File: src/rtl/rcpf_pkg.sv
// ----------------------------------------------------------------------------
// rcpf_pkg: shared types and constants of the command packet framer
// Holds the job record passed from the front end to the back end through the
// queue, the sync bytes, the register indexes and the reset values.
// ----------------------------------------------------------------------------
package rcpf_pkg;

  localparam logic [7:0] SYNC_FIRST    = 8'hFA;
  localparam logic [7:0] SYNC_SECOND   = 8'hFB;
  localparam logic [7:0] COUNT_EXTRA   = 8'd5;
  localparam logic [7:0] MAX_PAYLOAD   = 8'd247;
  localparam logic [7:0] CMD_RESET     = 8'h64;
  localparam logic [7:0] ARG_RESET     = 8'h2B;

  // register indexes on the configuration port
  localparam logic REG_COMMAND_CODE  = 1'b0;
  localparam logic REG_ARGUMENT_TYPE = 1'b1;

  localparam int QUEUE_DEPTH = 4;

  // one accepted input beat, classified and with its checksum settled
  typedef struct packed {
    logic        hdr;       // first beat of a packet: header goes out first
    logic        has_data;  // a payload byte goes out
    logic        closing;   // checksum follows
    logic [7:0]  len;       // saturated payload length
    logic [7:0]  cmd;
    logic [7:0]  typ;
    logic [7:0]  data;
    logic [15:0] csum;      // final checksum, valid when closing
  } job_t;

endpackage

File: src/rtl/rcpf_front.sv
// ----------------------------------------------------------------------------
// rcpf_front: input side of the framer
// Holds the configuration registers and the packet state, classifies each
// input beat and folds it into the running checksum.
// ----------------------------------------------------------------------------
module rcpf_front
  import rcpf_pkg::*;
(
  input  logic        clk,
  input  logic        rst,
  input  logic        cfg_we,
  input  logic        cfg_index,
  input  logic [7:0]  cfg_data,
  input  logic        in_valid,
  input  logic [7:0]  data_byte,
  input  logic [7:0]  packet_length,
  input  logic        accept,
  output job_t        job
);

  logic        in_packet;
  logic [7:0]  bytes_left;
  logic [15:0] checksum_sum;
  logic [7:0]  held_high_byte;
  logic        byte_is_held;
  logic [7:0]  command_code;
  logic [7:0]  argument_type;

  logic [7:0]  len_sat;
  logic        hdr;
  logic        has_data;
  logic [15:0] sum_base;
  logic [7:0]  held_base;
  logic        hv_base;
  logic [7:0]  left_base;
  logic [15:0] checksum_sum_next;
  logic [7:0]  held_high_byte_next;
  logic        byte_is_held_next;
  logic [7:0]  bytes_left_next;
  logic        closing;

  always_comb begin
    len_sat = (packet_length > MAX_PAYLOAD) ? MAX_PAYLOAD : packet_length;
    hdr     = !in_packet;
    if (hdr) begin
      // command and type form the first pair, length waits for a partner
      sum_base  = {command_code, argument_type};
      held_base = len_sat;
      hv_base   = 1'b1;
      left_base = len_sat;
    end else begin
      sum_base  = checksum_sum;
      held_base = held_high_byte;
      hv_base   = byte_is_held;
      left_base = bytes_left;
    end
    has_data = !hdr || (len_sat != 8'd0);
    if (has_data) begin
      if (hv_base) begin
        checksum_sum_next   = sum_base + {held_base, data_byte};
        held_high_byte_next = 8'd0;
        byte_is_held_next   = 1'b0;
      end else begin
        checksum_sum_next   = sum_base;
        held_high_byte_next = data_byte;
        byte_is_held_next   = 1'b1;
      end
      bytes_left_next = (left_base != 8'd0) ? left_base - 8'd1 : 8'd0;
    end else begin
      checksum_sum_next   = sum_base;
      held_high_byte_next = held_base;
      byte_is_held_next   = hv_base;
      bytes_left_next     = 8'd0;
    end
    closing = (bytes_left_next == 8'd0);

    job.hdr      = hdr;
    job.has_data = has_data;
    job.closing  = closing;
    job.len      = len_sat;
    job.cmd      = command_code;
    job.typ      = argument_type;
    job.data     = data_byte;
    // odd byte count: the unpaired byte is XORed in
    job.csum     = checksum_sum_next ^
                   (byte_is_held_next ? {8'd0, held_high_byte_next} : 16'd0);
  end

  always_ff @(posedge clk) begin
    if (rst) begin
      in_packet      <= 1'b0;
      bytes_left     <= 8'd0;
      checksum_sum   <= 16'd0;
      held_high_byte <= 8'd0;
      byte_is_held   <= 1'b0;
      command_code   <= CMD_RESET;
      argument_type  <= ARG_RESET;
    end else begin
      if (cfg_we) begin
        case (cfg_index)
          REG_COMMAND_CODE:  command_code  <= cfg_data;
          REG_ARGUMENT_TYPE: argument_type <= cfg_data;
          default: ;
        endcase
      end
      if (in_valid && accept) begin
        if (closing) begin
          in_packet      <= 1'b0;
          bytes_left     <= 8'd0;
          checksum_sum   <= 16'd0;
          held_high_byte <= 8'd0;
          byte_is_held   <= 1'b0;
        end else begin
          in_packet      <= 1'b1;
          bytes_left     <= bytes_left_next;
          checksum_sum   <= checksum_sum_next;
          held_high_byte <= held_high_byte_next;
          byte_is_held   <= byte_is_held_next;
        end
      end
    end
  end

endmodule

File: src/rtl/rcpf_queue.sv
// ----------------------------------------------------------------------------
// rcpf_queue: short job queue between front and back end
// Register-based FIFO; push and pop may happen in the same cycle.
// ----------------------------------------------------------------------------
module rcpf_queue
  import rcpf_pkg::*;
#(
  parameter int Depth = QUEUE_DEPTH
)
(
  input  logic clk,
  input  logic rst,
  input  logic push,
  input  job_t push_job,
  input  logic pop,
  output job_t head,
  output logic empty,
  output logic full
);

  localparam int PtrW = (Depth > 1) ? $clog2(Depth) : 1;
  localparam int CntW = $clog2(Depth + 1);

  job_t            mem [Depth];
  logic [PtrW-1:0] wr_ptr;
  logic [PtrW-1:0] rd_ptr;
  logic [CntW-1:0] count;

  assign empty = (count == CntW'(0));
  assign full  = (count == CntW'(Depth));
  assign head  = mem[rd_ptr];

  function automatic logic [PtrW-1:0] bump(input logic [PtrW-1:0] p);
    return (p == PtrW'(Depth - 1)) ? PtrW'(0) : p + PtrW'(1);
  endfunction

  always_ff @(posedge clk) begin
    if (push) begin
      mem[wr_ptr] <= push_job;
    end
  end

  always_ff @(posedge clk) begin
    if (rst) begin
      wr_ptr <= '0;
      rd_ptr <= '0;
      count  <= '0;
    end else begin
      if (push) begin
        wr_ptr <= bump(wr_ptr);
      end
      if (pop) begin
        rd_ptr <= bump(rd_ptr);
      end
      case ({push, pop})
        2'b10:   count <= count + CntW'(1);
        2'b01:   count <= count - CntW'(1);
        default: ;
      endcase
    end
  end

endmodule

File: src/rtl/rcpf_back.sv
// ----------------------------------------------------------------------------
// rcpf_back: output side of the framer
// Expands each queued job into its wire bytes (header, payload, checksum)
// into a registered output stage.
// ----------------------------------------------------------------------------
module rcpf_back
  import rcpf_pkg::*;
(
  input  logic       clk,
  input  logic       rst,
  input  job_t       job,
  input  logic       empty,
  output logic       pop,
  output logic       m_tvalid,
  input  logic       m_tready,
  output logic [7:0] m_tdata,
  output logic       m_tlast,
  output logic       m_tuser
);

  typedef enum logic [3:0] {
    B_SYNC1, B_SYNC2, B_COUNT, B_CMD, B_TYPE, B_LEN, B_DATA, B_CSUM_HI, B_CSUM_LO
  } beat_t;

  beat_t pos;
  logic  mid;   // part of the head job already sent, pos is valid

  beat_t      cur;
  beat_t      nxt;
  logic       done;
  logic       fire;
  logic [7:0] byte_val;

  always_comb begin
    if (mid) begin
      cur = pos;
    end else if (job.hdr) begin
      cur = B_SYNC1;
    end else if (job.has_data) begin
      cur = B_DATA;
    end else begin
      cur = B_CSUM_HI;
    end

    nxt  = B_SYNC1;
    done = 1'b0;
    case (cur)
      B_SYNC1:   nxt = B_SYNC2;
      B_SYNC2:   nxt = B_COUNT;
      B_COUNT:   nxt = B_CMD;
      B_CMD:     nxt = B_TYPE;
      B_TYPE:    nxt = B_LEN;
      B_LEN: begin
        if (job.has_data) begin
          nxt = B_DATA;
        end else begin
          nxt = B_CSUM_HI;
        end
      end
      B_DATA: begin
        nxt  = B_CSUM_HI;
        done = !job.closing;
      end
      B_CSUM_HI: nxt = B_CSUM_LO;
      B_CSUM_LO: done = 1'b1;
      default:   done = 1'b1;
    endcase

    case (cur)
      B_SYNC1:   byte_val = SYNC_FIRST;
      B_SYNC2:   byte_val = SYNC_SECOND;
      B_COUNT:   byte_val = job.len + COUNT_EXTRA;
      B_CMD:     byte_val = job.cmd;
      B_TYPE:    byte_val = job.typ;
      B_LEN:     byte_val = job.len;
      B_DATA:    byte_val = job.data;
      B_CSUM_HI: byte_val = job.csum[15:8];
      B_CSUM_LO: byte_val = job.csum[7:0];
      default:   byte_val = 8'd0;
    endcase
  end

  assign fire = !empty && (!m_tvalid || m_tready);
  assign pop  = fire && done;

  always_ff @(posedge clk) begin
    if (rst) begin
      m_tvalid <= 1'b0;
      mid      <= 1'b0;
      pos      <= B_SYNC1;
    end else begin
      if (fire) begin
        m_tvalid <= 1'b1;
        mid      <= !done;
        pos      <= nxt;
      end else if (m_tready) begin
        m_tvalid <= 1'b0;
      end
    end
  end

  always_ff @(posedge clk) begin
    if (fire) begin
      m_tdata <= byte_val;
      m_tlast <= (cur == B_CSUM_LO);
      m_tuser <= done;
    end
  end

endmodule

File: src/rtl/robot_command_packet_framer.sv
// ----------------------------------------------------------------------------
// robot_command_packet_framer: serial command packet framer
// Wraps a stream of payload bytes into sync/count/header/checksum packets.
// ----------------------------------------------------------------------------
//  - Slave stream s_*: one beat per payload byte; the first beat of a packet
//    also carries the payload length (saturated to 247). A zero-length packet
//    is a single beat whose data byte is ignored.
//  - Master stream m_*: 0xFA 0xFB, length+5, command, argument type, length,
//    payload, checksum high, checksum low. tlast marks the low checksum byte,
//    tuser the last byte caused by an input beat.
//  - Config port: index 0 command code, index 1 argument type; write idle.
//  - Checksum: big-endian byte pairs over command..payload summed mod 2^16,
//    an odd trailing byte is XORed in.
//  - An input beat is written into the job queue; its first byte then goes out through the output register.
//  - Throughput: one byte per cycle through the output register while a job is queued and the receiver
//    takes it; a payload beat yields 1 byte, a first beat 7 (8 if empty, 9 if also last), a last beat 3.
//  - A four-entry job queue lets the input run on while the receiver stalls,
//    until it fills and s_tready drops.
//  - Reset (rst, synchronous) empties the queue, drops any open packet and
//    restores command 0x64 and argument type 0x2B.
// ----------------------------------------------------------------------------
module robot_command_packet_framer
  import rcpf_pkg::*;
(
  input  logic        clk,
  input  logic        rst,
  // configuration
  input  logic        cfg_we,
  input  logic        cfg_index,
  input  logic [7:0]  cfg_data,
  // input stream
  input  logic        s_tvalid,
  output logic        s_tready,
  input  logic [15:0] s_tdata,   // [7:0] data_byte, [15:8] packet_length
  // output stream
  output logic        m_tvalid,
  input  logic        m_tready,
  output logic [7:0]  m_tdata,   // [7:0] out_byte
  output logic        m_tlast,   // end_of_packet
  output logic        m_tuser    // [0] last_of_run
);

  job_t front_job;
  job_t head_job;
  logic q_empty;
  logic q_full;
  logic q_pop;

  // input beat goes in whenever the queue has room
  assign s_tready = !q_full;

  rcpf_front u_front (
    .clk           (clk),
    .rst           (rst),
    .cfg_we        (cfg_we),
    .cfg_index     (cfg_index),
    .cfg_data      (cfg_data),
    .in_valid      (s_tvalid),
    .data_byte     (s_tdata[7:0]),
    .packet_length (s_tdata[15:8]),
    .accept        (s_tready),
    .job           (front_job)
  );

  rcpf_queue #(
    .Depth (QUEUE_DEPTH)
  ) u_queue (
    .clk      (clk),
    .rst      (rst),
    .push     (s_tvalid && s_tready),
    .push_job (front_job),
    .pop      (q_pop),
    .head     (head_job),
    .empty    (q_empty),
    .full     (q_full)
  );

  rcpf_back u_back (
    .clk      (clk),
    .rst      (rst),
    .job      (head_job),
    .empty    (q_empty),
    .pop      (q_pop),
    .m_tvalid (m_tvalid),
    .m_tready (m_tready),
    .m_tdata  (m_tdata),
    .m_tlast  (m_tlast),
    .m_tuser  (m_tuser)
  );

endmodule
File: config.mk
export PLATFORM = sky130hd
export DESIGN_NAME = robot_command_packet_framer
export DESIGN_NICKNAME = d
export VERILOG_FILES = /design/src/rtl/rcpf_pkg.sv /design/src/rtl/rcpf_front.sv /design/src/rtl/rcpf_queue.sv /design/src/rtl/rcpf_back.sv /design/src/rtl/robot_command_packet_framer.sv
export SDC_FILE = /design/constraint.sdc
export NUM_CORES = 1
export LEC_CHECK = 0
export BUFFER_PORTS_ARGS = -buffer_cell sky130_fd_sc_hd__buf_2
export CORE_MARGIN = 2
export CORE_UTILIZATION = 40
export DETAILED_ROUTE_END_ITERATION = 10
export PLACE_DENSITY = 0.52
export REMOVE_ABC_BUFFERS = 1
export SYNTH_ARGS = -nofsm -noshare
export SYNTH_HDL_FRONTEND = slang
export SYNTH_SLANG_ARGS = --single-unit
File: constraint.sdc
create_clock -name clk -period 5.2 [get_ports clk]
set_input_delay 0.52 -clock clk [delete_from_list [all_inputs] [get_ports clk]]
set_output_delay 0.52 -clock clk [all_outputs]
set_load 0.1 [all_outputs]
==> results of run 1 <==
[cell families after synthesis]
family	after synthesis	share of synthesized area
buffers and inverters	64	0.02217
AO/OA/AOI/OAI	192	0.1072
AND/OR/NAND/NOR	221	0.08578
multiplexers	81	0.1172
flip-flops	279	0.6225
XOR/XNOR	25	0.01764
adder cells (fa/ha/maj)	26	0.02742
[Yosys cell counts, types with 7 or more instances]
cell	n	area (um^2)
edfxtp_1	214	6426
mux4_2	49	1104
clkbuf_1	26	97.59
nor3_1	16	80.08
a211o_1	7	61.31
xnor2_1	12	105.1
nand3_1	13	65.06
dfxtp_1	65	1301
or3_1	7	43.79
a22oi_1	15	112.6
nor2_1	44	165.2
mux2_2	21	236.5
a22o_1	12	105.1
mux2i_1	10	100.1
nand2b_1	14	87.58
and3_1	10	62.56
buf_2	10	50.05
a21oi_1	48	240.2
nand2_1	87	326.6
ha_1	24	300.3
o21ai_2	12	105.1
o21ai_0	35	175.2
o22ai_1	8	50.05
xor2_1	13	113.9
inv_1	21	78.83
[how the worst max path moves through the flow]
stage                           start                  to  slack, ns  cells after the start
floorplan                    register    u_queue.count[2]       0.34                     13
global placement    u_front.in_packet  u_queue.mem[0][12]       1.57                     13
detailed placement  u_front.in_packet  u_queue.mem[1][12]       1.58                     13
CTS                 u_front.in_packet  u_queue.mem[1][12]       1.54                     13
global route        u_front.in_packet  u_queue.mem[1][12]       1.23                     13
finish              u_front.in_packet  u_queue.mem[1][12]       1.49                     13
[report_power, final]
| group | leakage, nW | total [mW] | internal (mW) | switching (mW) |
|---|---|---|---|---|
| Sequential | 2.50 | 2.90 | 2.75 | 0.152 |
| Combinational | 1.85 | 1.78 | 0.607 | 1.17 |
| Clock | 0.476 | 2.08 | 1.20 | 0.886 |
[metal layers]
metal	vias up	part of all wire	GRT usage
met2	192	0.48	0.3115
met1	3845	0.46	0.2671
met3	49	0.039	0.02344
met5	-	0	0
li1	3527	-	-
met4	0	0.021	0.04161
[worst max-delay path, delay by kind of cell (launching register included)]
kind,cells,cell delay [ns]
compound gates,5,1.31
fa+ha+maj,2,0.43
flops,1,0.65
buf+inv,2,0.15
mux,1,0.37
simple gates,3,0.50
[sequential cells by signal, indices dropped and copies added, names as in the netlist, named ones only]
register and count:
u_front.command_code 8, u_front.byte_is_held 1, u_queue.count 3, u_front.checksum_sum 16, u_front.argument_type 8, u_queue.rd_ptr 2
u_front.held_high_byte 8, u_back.pos 4, u_back.m_tlast 1, u_queue.wr_ptr 2, u_back.m_tuser 1, u_back.m_tdata 8
u_back.m_tvalid 1, u_queue.mem 204, u_back.mid 1, u_front.bytes_left 8, u_front.in_packet 1
[through the flow]
step	power, mW	hold slack, ns	util	instance area, um^2	worst slack [ns]
after CTS	6.820	0.1638	0.4582	14010	1.544
after global placement	4.726	0.4320	0.4267	13050	1.572
after floorplan	4.248	0.4196	-	12220	0.3376
final	6.759	0.1830	0.4582	14010	1.493
after detailed placement	4.731	0.4436	0.4267	13050	1.583
after global routing	7.061	0.1836	0.4582	14010	1.231
[layout make-up]
class	instances	share of cell area
multi-input combinational	545	0.3162
inverter	22	0.005892
clock buffer	39	0.05749
sequential	279	0.5518
tap	396	0.03535
clock inverter	19	0.01107
timing repair buffer	55	0.02214
==> results.cfg, run 1 <==
[clock_network]
clock_latency_ns = 0.58
cts_sinks = 279
clk_pin_slew_worst_paths_ns = 0.06
cts_root_buf = clkbuf_16
cts_hold_buf = 0
clock_path_buffers = 3
post_cts_buffers = 0
htree_levels = 1
cts-resized-gates = 0
cts_tree = yes
cts_buffers = 31

[global_routing]
grt_start_max_net_pins = 42
grt_use_total = 0.1882
grt.overflow.total = 0
antenna_found_initial = 0
grt_pass1_vias = 7460
grt_pass1_wl_um = 46840

[floorplan]
ios = 42
num_rows = 64
coreArea_um2 = 30590
dieArea_um2 = 32460
fp.dieH_um = 180.2
dieWidth_um = 180.2
initial_core_util = 0.4058

[worst_hold_path]
hold_path.class = in2reg
min_path_cells = 3
holdPathEnd = u_front.command_code[6]
hp-start = cfg_data[6]

[finish]
nNetsFinal = 990
fillers = 2738
most-common-layout-cells = 214 x edfxtp_1, 87 x nand2_1, 62 x dfxtp_1
drive_gt1_frac = 0.2138
layout_commonest_cell = edfxtp_1
area_growth_syn_to_layout_pct = 12.90
multi_input_area_um2 = 4432
ff_latch_area_um2 = 7734
final_cells = 1355
antenna_cells = 0

[worst_setup_path]
worstPathMaxFanout = 19
required_ns = 5.50
crit_arrival_ns = 4.00
r2r_end = u_queue.mem[1][12]
r2r_slack_ns = 1.49
slowest_stage = dfxtp_2
r2r_start = u_front.in_packet
cpPeakStageDelay_ns = 0.65
end_kind = register
worstRegToRegCells = 13
path_class = reg2reg
worstPathCellList = mux2i_1 -> inv_1 -> ha_1 -> inv_1 -> fa_1 -> nor2b_1 -> o31ai_1 -> a21oi_1 -> o31ai_1 -> a21boi_0 -> nor4_1 -> a31oi_1 -> and2_1
crit_path_start_kind = register

[timing]
relSlewSlack = 0.2265
worst_slew_pin_slew_ns = 1.159
final_hold_viol_count = 0
period_share = 0.7130
finalMaxSlewViolations = 0
clock_skew_ns = 0.01767
period_needed_ns = 3.707
rsz0062_at_grt = false
setup-violations-final = 0
fmax_mhz = 269.7
setup_tns_ns = 0

[detailed_routing]
finalWirelength_um = 30690
postRouteAntennaNets = 0
dr.pass1.iters = 6
vias_per_cell = 5.618
vias = 7613
wl_per_cell_um = 22.65
route.detailed.drc = 0
initialDrtViolationCount = 618

[yosys]
async_flop_share = 0
ys_seq_area_frac = 0.6225
synthesis.area_um2 = 12410
yosysWarningCount = 0
synthDistinctLibCells = 76
syn_inst = 888
ys_ff_latch = 279
avgSynthCellArea_um2 = 13.98
synth_edf_count = 214
synth_flop_cell = edfxtp_1

[outcome]
outcome = complete, no violations

[placed_design]
place_congestion = 0.8881
dp_hpwl_um = 20490
dp.cells = 1297
port_buffers = 41

[job]
cap_violations = 0

[power_and_ir_drop]
pwr_density_cell_nw_per_um2 = 482.3
max-vdd-ir-drop_v = 0.0003311
leakagePower_nw = 4.821
Power figures use the tool's default switching activity.
==> run 2, diff against run 1 <==
==> constraint.sdc (replaced) <==
create_clock -name clk -period 3.5 [get_ports clk]
set_input_delay 0.35 -clock clk [delete_from_list [all_inputs] [get_ports clk]]
set_output_delay 0.35 -clock clk [all_outputs]
set_load 0.1 [all_outputs]
==> run 2 against run 1 <==
  * Wire length increased by 1.0%
  * Sequential share of layout area decreased by 0.89 points
  * Clock-buffer cell count increased by 9
  * Worst hold slack got worse by 0.15 ns
  * Via count increased by 0.89%
  * Final cell count increased by 1.6%
  * Cell area increased by 1.6%
  * Non-clock buffer count increased by 24
  * Combinational power increased by 55%
  * Utilization increased by 0.75 points
  * Critical endpoint is now u_front.checksum_sum[15]
  * Largest cell class unchanged
  * Highest routed layer unchanged
==> results.cfg, run 2 (synthesis gave the netlist of run 1 again) <==
[timing]
period_share = 0.9350
relSlewSlack = 0.3796
finalMaxSlewViolations = 0
fmax_mhz = 305.6
clock_skew_ns = 0.01610
worst_slew_pin_slew_ns = 0.9306
period_needed_ns = 3.273
rsz0062_at_grt = false
final_hold_viol_count = 0
fin_hold_ws_ns = 0.03322
setup_slack_ns = 0.2275
setup-violations-final = 0

[detailed_routing]
route.detailed.drc = 0
vias = 7681
dr.pass1.iters = 5
vias_per_cell = 5.578
initialDrtViolationCount = 620
postRouteAntennaNets = 0
finalWirelength_um = 31000
wl_per_cell_um = 22.51

[clock_network]
clock_path_buffers = 3
cts_root_buf = clkbuf_16
clock_latency_ns = 0.56
cts_tree = yes
clk_pin_slew_worst_paths_ns = 0.06
htree_levels = 1
cts_sinks = 279
cts_buffers = 30
post_cts_buffers = 0

[placed_design]
pre_cts_slack_ns = 0.1153
port_buffers = 41
dp.cells = 1321
place_congestion = 0.8406
dp_hpwl_um = 21140

[worst_setup_path]
r2r_start = u_front.in_packet
crit_buf_inv = 3
crit_top_cell = buf_4
cpPeakStageDelay_ns = 0.49
crit_arrival_ns = 3.77
r2r_end = u_front.checksum_sum[15]
worstPathCellList = buf_4 -> buf_4 -> a211oi_1 -> buf_4 -> a21oi_1 -> ha_1 -> and3_1 -> a32oi_1 -> nand3_1 -> o22a_1 -> mux2i_1 -> xor2_1 -> a22o_1
worstRegToRegCells = 13
worstPathMaxFanout = 16
crit_family = compound AO/OA/AOI/OAI gates
startpoint = u_front.in_packet
crit_path_start_kind = register
end_kind = register
path_class = reg2reg
required_ns = 4.00
slowest_stage = dfxtp_2
r2r_slack_ns = 0.23

[floorplan]
num_rows = 64
dieWidth_um = 180.2
fp.dieH_um = 180.2
initial_core_util = 0.4058
coreArea_um2 = 30590
dieArea_um2 = 32460
ios = 42

[finish]
ff_latch_area_um2 = 7734
antenna_cells = 0
final_cells = 1377
fillers = 2727
largest_register = u_queue.mem
nNetsFinal = 1013
drive_gt1_frac = 0.2304
top_regs = u_queue.mem x204, u_front.checksum_sum x16
largest_reg_flops = 204
layout_commonest_cell = edfxtp_1
most-common-layout-cells = 214 x edfxtp_1, 87 x nand2_1, 62 x dfxtp_1
multi_input_area_um2 = 4423
area_growth_syn_to_layout_pct = 14.76

[global_routing]
grt_start_max_net_pins = 52
grt_pass1_wl_um = 47710
grt.overflow.total = 0
antenna_found_initial = 0
grt_pass1_vias = 7658
grt_use_total = 0.1919

[power_and_ir_drop]
pwr_density_cell_nw_per_um2 = 709.6
max-vdd-ir-drop_v = 0.0004809
finalPower_mw = 10.11
leakagePower_nw = 4.925

[outcome]
outcome = complete, no violations

[job]
cap_violations = 0

[worst_hold_path]
holdPathEnd = u_front.command_code[2]
hp-start = cfg_data[2]
min_path_cells = 3
hold_path.class = in2reg
-- run 2: cell types whose count changed in the layout (fill, tap and decap cells not counted), sizes merged --
| cell | previous run | this run |
|---|---|---|
| clkinvlp | 0 | 2 |
| clkbuf | 39 | 48 |
| clkinv | 17 | 5 |
| inv | 22 | 21 |
| buf | 55 | 79 |
-- run 2: through the flow --
stage	TNS (ns)	util	cell area, um^2
5_1_grt	0	0.4657	14240
6_report	0	0.4657	14240
3_3_place_gp	0	0.4342	13280
2_1_floorplan	-10.94	-	12220
4_1_cts	0	0.4655	14240
3_5_place_dp	0	0.4342	13280
-- run 2: report_power, final --
part	switching (mW)	leakage, nW	total (mW)	internal, mW
registers	0.200	2.50	4.28	4.08
clock network	1.26	0.454	3.06	1.80
logic	1.78	1.97	2.76	0.986
-- run 2: cell type report --
cell class              instances  share of cell area
clock buffers                  48             0.05955
clock inverters                 8            0.007642
inverters                      22            0.005797
multi-input cells             545              0.3105
flip-flops and latches        279              0.5429
well taps                     396             0.03478
repair buffers                 79             0.03882
-- run 2: worst register-to-register path, delay by kind of cell, from the launching register on --
family                     cells  cell delay, ns
AOI/OAI and AO/OA              5            0.76
xor gates and xnor gates       1            0.35
adders and majority gates      1            0.30
buffers and inverters          3            0.67
DFF                            1            0.49
muxes                          1            0.32
and+or+nand+nor                2            0.34
-- run 2: worst max-delay path by stage --
| stage | endpoint | slack, ns | cells after the start |
|---|---|---|---|
| detailed placement | u_front.checksum_sum[15] | 0.12 | 14 |
| global route | u_front.checksum_sum[15] | 0.03 | 13 |
| global placement | u_front.checksum_sum[15] | 0.17 | 14 |
| finish | u_front.checksum_sum[15] | 0.23 | 13 |
| floorplan | u_queue.count[2] | -1.36 | 13 |
| CTS | u_front.checksum_sum[15] | 0.24 | 11 |
-- run 2: layer usage --
layer | wire, um | global-route usage | up-vias | part of all wire
met3 | 1547 | 0.02890 | 36 | 0.050
met5 | 0 | 0 | - | 0
met4 | 607 | 0.04323 | 0 | 0.020
met1 | 13930 | 0.2727 | 3882 | 0.45
met2 | 14910 | 0.3130 | 183 | 0.48
li1 | - | - | 3580 | -
-- run 2: repair_timing --
item,in CTS,in global routing
resized for setup,0,2
setup endpoints to repair,0,3
hold buffers,0,0
